<file path="src/hdl/pcme_pkg.sv">
// ----------------------------------------------------------------------------
// pcme_pkg
// Shared widths, codes and types for the pointwise convolution MAC engine.
// ----------------------------------------------------------------------------
package pcme_pkg;

  localparam int unsigned DATA_W       = 16;
  localparam int unsigned IN_CH_MAX    = 1024;
  localparam int unsigned ADDR_W       = $clog2(IN_CH_MAX);
  localparam int unsigned ACC_W        = 41;
  localparam int unsigned PROD_W       = 2 * DATA_W;
  localparam int unsigned CHAN_W       = 4;
  localparam int unsigned USED_W       = 5;
  localparam int unsigned OUT_TILE_DEF = 16;
  localparam int unsigned USED_RESET   = 16;

  // item kinds
  localparam logic KIND_WEIGHT = 1'b0;
  localparam logic KIND_ACT    = 1'b1;

  // activation tag travelling down the mac pipeline
  typedef struct packed {
    logic act;
    logic pend;
  } tag_t;

  // snapshot of the accumulators at the end of a pixel
  typedef struct packed {
    logic              load;
    logic [USED_W-1:0] used;
  } snap_t;

endpackage

</file>
<file path="src/hdl/pcme_drain.sv">
// ----------------------------------------------------------------------------
// pcme_drain
// Result buffer: takes the end-of-pixel snapshot and shifts the sums out
// one item per cycle while the output is not stalled, marking the last used channel.
// ----------------------------------------------------------------------------
module pcme_drain #(
  parameter int unsigned OUT_TILE = pcme_pkg::OUT_TILE_DEF
) (
  input  logic                             clk_i,
  input  logic                             rst_ni,
  input  pcme_pkg::snap_t                  snap_i,
  input  logic [pcme_pkg::ACC_W-1:0]       snap_sum_i [OUT_TILE],
  output logic                             busy_o,
  output logic                             out_valid_o,
  input  logic                             out_stall_i,
  output logic [pcme_pkg::CHAN_W-1:0]      channel_o,
  output logic [pcme_pkg::ACC_W-1:0]       sum_o,
  output logic                             final_res_o
);

  logic [pcme_pkg::ACC_W-1:0]  buf_q [OUT_TILE];
  logic                        busy_q;
  logic [pcme_pkg::CHAN_W-1:0] cnt_q, last_q;
  logic                        take;
  logic                        is_last;

  assign take    = busy_q & ~out_stall_i;
  assign is_last = (cnt_q == last_q);

  always_ff @(posedge clk_i or negedge rst_ni) begin
    if (!rst_ni) begin
      busy_q <= 1'b0;
      cnt_q  <= '0;
      last_q <= '0;
    end else if (snap_i.load) begin
      busy_q <= 1'b1;
      cnt_q  <= '0;
      last_q <= pcme_pkg::CHAN_W'(snap_i.used - pcme_pkg::USED_W'(1));
    end else if (take) begin
      cnt_q <= cnt_q + pcme_pkg::CHAN_W'(1);
      if (is_last) begin
        busy_q <= 1'b0;
      end
    end
  end

  always_ff @(posedge clk_i) begin
    if (snap_i.load) begin
      buf_q <= snap_sum_i;
    end else if (take) begin
      for (int l = 0; l < OUT_TILE - 1; l++) begin
        buf_q[l] <= buf_q[l+1];
      end
    end
  end

  assign busy_o      = busy_q;
  assign out_valid_o = busy_q;
  assign channel_o   = cnt_q;
  assign sum_o       = buf_q[0];
  assign final_res_o = is_last;

  a_load_when_free: assert property (@(posedge clk_i) disable iff (!rst_ni)
    snap_i.load |-> !busy_q)
    else $error("snapshot while results still draining");

  a_done_after_last: assert property (@(posedge clk_i) disable iff (!rst_ni)
    (busy_q && !out_stall_i && is_last && !snap_i.load) |=> !busy_q)
    else $error("drain did not end after last item");

  a_cnt_in_range: assert property (@(posedge clk_i) disable iff (!rst_ni)
    busy_q |-> (cnt_q <= last_q))
    else $error("drain count past last channel");

endmodule

</file>
<file path="config.mk">
export PLATFORM = sky130hd
export DESIGN_NAME = pcme_drain
export DESIGN_NICKNAME = d
export VERILOG_FILES = /design/src/hdl/pcme_pkg.sv /design/src/hdl/pcme_drain.sv
export SDC_FILE = /design/constraint.sdc
export NUM_CORES = 1
export LEC_CHECK = 0
export BUFFER_PORTS_ARGS = -buffer_cell sky130_fd_sc_hd__buf_2
export CAP_MARGIN = 20
export CORE_AREA = 2 2 277 279
export CTS_CLUSTER_DIAMETER = 100
export CTS_CLUSTER_SIZE = 14
export DETAILED_ROUTE_END_ITERATION = 8
export DIE_AREA = 0 0 279 281
export REMOVE_ABC_BUFFERS = 1
export SLEW_MARGIN = 20
export SYNTH_ARGS = -nofsm -noshare
export SYNTH_HDL_FRONTEND = slang
export SYNTH_SLANG_ARGS = --single-unit
</file>
<file path="constraint.sdc">
create_clock -name clk_i -period 20.9 [get_ports clk_i]
set_clock_uncertainty 0.15 [all_clocks]
set_input_delay 2.09 -clock clk_i [delete_from_list [all_inputs] [get_ports clk_i]]
set_output_delay 2.09 -clock clk_i [all_outputs]
set_load 0.01 [all_outputs]
</file>
Word-level counts from Yosys, hierarchy flattened
Index checks and enable logic that the tools add are counted.
W data, S select, Z words.
{"block": "classes", "n_addsub": 2, "eq_ne": 1, "n_mux": 7, "n_bitwise": 2, "reduce_logical": 3}
{"op": "$mux W615", "count": 2}
{"op": "$mux W4", "count": 2}
{"op": "$add A4 B1 Y4 const B", "count": 1}
{"op": "$eq A4 B4 Y1", "count": 1}
{"op": "$reduce_bool A2 Y1", "count": 2}
{"op": "$sub A4 B1 Y4 const B", "count": 1}
{"op": "$mux W1", "count": 3}
{"op": "$reduce_and A2 Y1", "count": 1}
{"op": "$and A1 B1 Y1", "count": 1}
{"op": "$not A1 Y1", "count": 1}
{"block": "word_totals", "regBits": 665, "inputBits": 665}

Longest topological paths before layout
Gate-level depths: netlist (run 1).
{"block": "logic_depth", "depth_word": 4, "mapped_depth": 5, "ltp_nobuf": 4}

Worst setup path before layout (run 1)
OpenSTA, ideal clock, no wires.
{"block": "synth_path", "path_type": "input -> register", "from": "input snap_i[5] (netlist bit)", "to": "register buf_q[100] (netlist bit), enable pin", "setup_time_ps": 1094, "arrival_time_ps": 17108, "t_required_ps": 19656, "slack_ps": 2548, "stages": 4, "path_buffers": 3, "cell_sequence": "buf_6 -> buf_6 -> buf_6 -> nand2b_1"}
{"block": "synth_between", "elab_chain_cells": 1}
{"element": "start: declaration", "line": "pcme_drain.sv:11", "rtl": "input pcme_pkg::snap_t snap_i,"}
{"element": "$reduce_bool A2 Y1 (no source line)"}
{"element": "end signal: assignment", "line": "pcme_drain.sv:49", "rtl": "buf_q <= snap_sum_i;"}
{"element": "end signal: indexed assignment", "line": "pcme_drain.sv:52", "rtl": "buf_q[l] <= buf_q[l+1];"}
{"element": "end: declaration", "line": "pcme_drain.sv:21", "rtl": "logic [pcme_pkg::ACC_W-1:0] buf_q [OUT_TILE];"}
Every way passes these cells.
A chain may end at the register's enable or synchronous reset.

Worst setup path in the final report (run 1)
{"block": "layout_path", "from": "input snap_i[5] (netlist bit)", "to": "register buf_q[467] (netlist bit), data pin"}
{"block": "layout_between", "elab_chain_cells": 1}
{"element": "$mux W615", "line": "pcme_drain.sv:48", "rtl": "if (snap_i.load) begin"}
Every way passes these cells.

==> impl_metrics.tcl, run 1 <==
set metrics [dict create \
    outcome "complete, no violations" \
    grtUsageMet1 0.187 \
    drive_gt1_frac 0.663 \
    crit_path_start_kind "input port" \
    drt_first_pass_iters 5 \
    end_kind "flip-flop" \
    synth_seq_cells 665 \
    via_per_inst 4.71 \
    clock-sinks 665 \
    holdWs_ps 383 \
    clk_pin_slew_worst_paths_ps 70 \
    cp-endpoint "buf_q[467]" \
    ys_types 20 \
    netlist_area_sq_um 28200 \
    grt_pass1_wl_um 94200 \
    yosys.area.top_type_share 0.699 \
    path_cells "buf_8 -> buf_4 -> buf_4 -> buf_4 -> buf_4 -> mux2_2" \
    rows 101 \
    cp_num_buf_inv 5 \
    grt_pass1_vias 15400 \
    r2r-end "buf_q[255]" \
    rr_startpoint "busy_o" \
    synthCells 1427 \
    grt_usage 0.160 \
    fin_ws_ps 14510 \
    area_growth_pct 19.1 \
    cts_tree "built" \
    placed_area_sq_um 32000 \
    yosysSeqAreaShare 0.707 \
    critPathTopFamily "buffers and inverters" \
    dieArea_sq_um 78400 \
    hold_buffers 0 \
    overflow 0 \
    power_density_nw_per_um2 86.3 \
    crit_fanout 116 \
    power_mw 2.89 \
    n_fill_cell 6702 \
    first_iter_violations 910 \
    crit_top_cell "buf_4" \
    io_pins 713 \
    critical_path_class "in -> reg" \
    final_hold_viol_count 0 \
    cp.required_ps 21080 \
    finalCritPeriodShare 0.306 \
    antenna_found_initial 38 \
    slowest_delay_ps 870 \
    core-area_sq_um 75400 \
    synth.avg_cell_area_sq_um 19.7 \
    reg2regPathDepth 5 \
    gp_congestion 0.827 \
    ys_warn_count 0 \
    hold_class "reg -> reg" \
    die_h_um 281 \
    yosysTopAreaCell "edfxtp_1" \
    fin_nets 2764 \
    fin_crit_ps 6390 \
    drc 0 \
    hpwlAfterDp_um 47600 \
    cts_setup_buffers 0 \
    die_x_um 279 \
    use_met3 0.0390 \
    root_buffer "clkbuf_16" \
    io_buffers 711 \
    ctsResizeCount 0 \
    post-place-ws_ps 13740 \
    max_freq_mhz 156 \
    htreeDepth 2 \
    relSlewSlack 0.297 \
    synth_area_leaders "edfxtp_1 70%, mux2_2 25%, buf_6 2.8%" \
    cp_num_cells 6 \
    setup_violations 0 \
    start_util 0.374 \
    rsz0062_at_grt "no" \
    cts_buffers 54 \
    fin_tns_setup_ps 0 \
    cp-startpoint "snap_i[5]" \
    postLayoutCellArea_sq_um 33600 \
    crit_slowest_cell "buf_4" \
    clk_latency_ps 600 \
    tightest_slew_ps 1060 \
    clockBufferDepth 3 \
    routed_wirelength_um 66000 \
    ir_drop_uv 66.0 \
    grt_start_max_net_pins 187 \
    worst_ep_arrival_time_ps 6580 \
    drtAntennaViolNets 0 \
    top_usage_layer "met2" \
    vias 14700 \
    p_leak_nw 12.9 \
    maxCapViolCount 0 \
    drt-wirelength-per-cell_um 21.2 \
    drv_slew 0 \
    met2_usage 0.283 \
    reg2reg_slack_ps 17010 \
]
==> cells by family after synthesis <==
logic type	after synthesis	share of synthesized area
AND/OR/NAND/NOR	14	0.00244
multiplexers	618	0.247
buffers and inverters	115	0.0393
XOR/XNOR	8	0.00249
adder cells (fa/ha/maj)	2	0.000888
flip-flops	665	0.707
AO/OA/AOI/OAI	5	0.000888
==> how the worst min path moves through the flow <==
stage                     cells past startpoint  slack [ps]  startpoint         end
final                                         1         380  buf_q[246]  buf_q[287]
after CTS                                     1         390  buf_q[267]  buf_q[308]
after detailed placement                      1         380   last_q[0]   last_q[0]
after floorplan                               1         350   last_q[0]   last_q[0]
after global routing                          1         400  buf_q[281]  buf_q[322]
after global placement                        1         370   last_q[0]   last_q[0]
==> registers in the layout, summed over array words and instances, names as in the netlist <==
signal / flops
sum_o: 41
last_q: 4
channel_o: 4
buf_q: 615
busy_o: 1
==> synthesized netlist by cell type (all sizes together) <==
master,count
nand2b,2
or3,1
mux2i,2
xnor2,2
inv,3
nand3b,1
nor2,7
buf,112
nand3,1
edfxtp,656
mux2,616
xor2,6
dfrtp,9
nor4,1
nor3,1
ha,2
o21ai,1
a21oi,4
==> report_power, final <==
group	switching (mW)	internal, mW
registers	0.0405	1.64
clock network	0.458	0.475
logic	0.117	0.161
total	0.615	2.28
==> cells in the final DEF (no fill, tap or decap) <==
cell type  netlist  layout
xnor2_1          2       2
buf_12           0       2
diode_2          0      27
dfrtp_1          9       9
edfxtp_1       656     656
clkbuf_16        0      55
a21oi_1          4       4
clkinv_4         0       1
xor2_1           6       6
nor4_1           1       1
nand3_1          1       1
nand2b_1         2       1
buf_4           42      12
nor3_1           1       1
clkbuf_1         0      14
inv_1            3       3
ha_1             2       2
buf_6           69       1
o21ai_0          1       1
or3_1            1       1
mux2i_1          2       2
nand3b_1         1       1
nand2b_4         0       1
nor2_1           7       7
clkinv_1         0       1
clkinv_2         0       1
inv_6            0       2
buf_2            1     710
buf_8            0       1
mux2_2         616     616
==> metrics by stage <==
stage / cells / utilization
after CTS: 3092 / 0.444
after detailed placement: 3018 / 0.424
after floorplan: 1315 / -
after global placement: 3018 / 0.424
after global routing: 3120 / 0.445
final: 3120 / 0.445
==> layout make-up <==
cell class | count | area (sq um) | share of cell area
sequential | 665 | 19900 | 0.594
multi-input combinational | 647 | 7150 | 0.213
timing repair buffer | 726 | 3710 | 0.111
clock buffer | 69 | 1430 | 0.0426
tap | 978 | 1220 | 0.0365
antenna | 27 | 67.6 | 0.00201
clock inverter | 5 | 35.0 | 0.00104
inverter | 3 | 11.3 | 0.000336
==> metal layers <==
metal  routed length, um  vias up
met1               25200     7270
met2               35100      396
li1                    -     6894
met4                2030       20
met3                3660      129
met5                 102        -
(Power assumes the default switching activity.)
==> run 2, diff against run 1 <==
==> constraint.sdc (replaced) <==
create_clock -name clk_i -period 5.7 [get_ports clk_i]
set_clock_uncertainty 0.15 [all_clocks]
set_input_delay 0.57 -clock clk_i [delete_from_list [all_inputs] [get_ports clk_i]]
set_output_delay 0.57 -clock clk_i [all_outputs]
set_load 0.01 [all_outputs]
==> impl_metrics.tcl, run 2 (same netlist as run 1, synthesis figures left out) <==
set metrics [dict create \
    power_density_nw_per_um2 313 \
    io_buffers 711 \
    place_inst 3021 \
    relSlewSlack 0.326 \
    drt_first_pass_iters 6 \
    tightest_slew_ps 1010 \
    max_freq_mhz 368 \
    crit_fanout 127 \
    drive_gt1_frac 0.648 \
    end_kind "flip-flop" \
    critical_path_class "reg -> reg" \
    die_x_um 279 \
    reg2reg_slack_ps 2980 \
    clkPwrFrac 0.323 \
    grt_pass1_vias 15500 \
    cts_tree "built" \
    finalCritPeriodShare 0.477 \
    cp.required_ps 5770 \
    htreeDepth 2 \
    p_leak_nw 13.1 \
    setup_violations 0 \
    grt_start_max_net_pins 171 \
    die_h_um 281 \
    clock-sinks 665 \
    crit_path_start_kind "flip-flop" \
    io_pins 713 \
    vias 14900 \
    drtAntennaViolNets 0 \
    clk_pin_slew_worst_paths_ps 70 \
    ir_drop_uv 260 \
    rows 101 \
    via_per_inst 4.72 \
    p_switching_mw 2.27 \
    hpwlAfterDp_um 47400 \
    final_hold_viol_count 0 \
    cts_buffers 54 \
    grt_pass1_wl_um 94600 \
    n_fill_cell 6713 \
    largest_reg_flops 615 \
    fin_tns_setup_ps 0 \
    combinationalPowerShare 0.098 \
    drc 0 \
    worst_ep_arrival_time_ps 2790 \
    fin_crit_ps 2720 \
    placed_area_sq_um 32100 \
    most-common-layout-cells "710 x buf_2, 656 x edfxtp_1, 616 x mux2_2, 55 x clkbuf_16, 42 x dlygate4sd3_1" \
    fin_nets 2808 \
    gp_congestion 0.826 \
    holdWs_ps 114 \
    start_util 0.374 \
    p_sw_frac 0.213 \
    p_seq_frac 0.579 \
    clk_latency_ps 600 \
    dieArea_sq_um 78400 \
    clockBufferDepth 3 \
    rsz0062_at_grt "no" \
    maxCapViolCount 0 \
    drv_slew 0 \
    root_buffer "clkbuf_16" \
    top_register "buf_q" \
    final_common_cell "buf_2" \
    grt_usage 0.161 \
    p_int_mw 8.40 \
    overflow 0 \
    routed_wirelength_um 66200 \
    drt-wirelength-per-cell_um 20.9 \
    first_iter_violations 883 \
    outcome "complete, no violations" \
    hold_class "in -> reg" \
    instances_no_fill 3169 \
    area_growth_pct 21.0 \
    fin_util 0.452 \
    antenna_found_initial 40 \
    postLayoutCellArea_sq_um 34100 \
    core-area_sq_um 75400 \
    ctsResizeCount 0 \
]
## run 2: cell types whose count changed in the layout (fill, tap and decap cells not counted)
cell | before | now
clkinv_4 | 1 | 0
buf_6 | 1 | 0
dlygate4sd3_1 | 0 | 42
clkinv_8 | 0 | 1
diode_2 | 27 | 26
buf_4 | 12 | 9
clkinv_2 | 1 | 0
clkbuf_1 | 14 | 21
buf_12 | 2 | 8
## run 2: path summary, 6_finish.rpt
kind | startpoint | end | depth (start not counted)
max | busy_o | buf_q[482] | 3
max reg2reg | busy_o | buf_q[482] | 3
min | snap_sum_i[148] | buf_q[148] | 2
min in group asynchronous | rst_ni | last_q[3] | 2
max in group asynchronous | rst_ni | busy_o | 2
min reg2reg | buf_q[403] | buf_q[444] | 1
## run 2: final cells by class
class,count,area [sq um],share of cell area
Inverter,3,11.3,0.000330
Antenna cell,26,65.1,0.00191
Sequential cell,665,19900,0.585
Multi-Input combinational cell,647,7150,0.210
Timing Repair Buffer,770,4220,0.124
Clock buffer,76,1460,0.0427
Clock inverter,4,37.5,0.00110
Tap cell,978,1220,0.0359
## run 2: power groups by stage
stage / clock (mW) / sequential, mW / combinational (mW)
6_report: 3.45 / 6.18 / 1.05
5_1_grt: 3.71 / 6.23 / 1.15
4_1_cts: 3.56 / 6.19 / 1.06
3_5_place_dp: 0 / 6.29 / 1.03
3_3_place_gp: 0 / 6.27 / 1.00
2_1_floorplan: 0 / 6.41 / 0.543
## run 2: stage by stage
step / power (mW) / setup slack (ps)
4_1_cts: 10.8 / 2940
6_report: 10.7 / 2980
2_1_floorplan: 6.96 / -10760
5_1_grt: 11.1 / 2790
3_3_place_gp: 7.28 / 2370
3_5_place_dp: 7.32 / 2340
## run 2: critical path, cell delays in order, from the launching register on
cell      delay [ps]
dfrtp_1          490
nand2b_1         230
nand2b_4         750
buf_12           590
## run 2: timing repair
item / in CTS / in global routing
buffers inserted: 0 / 0
hold buffers: 42 / 0
hold endpoints to repair: 50 / 0
## run 2: metal layers
layer | part of all wire | track usage | vias up
met4 | 0.030 | 0.0677 | 22
met1 | 0.39 | 0.190 | 7410
met3 | 0.054 | 0.0367 | 124
met5 | 0.0020 | 0 | -
li1 | - | - | 6997
met2 | 0.53 | 0.281 | 394
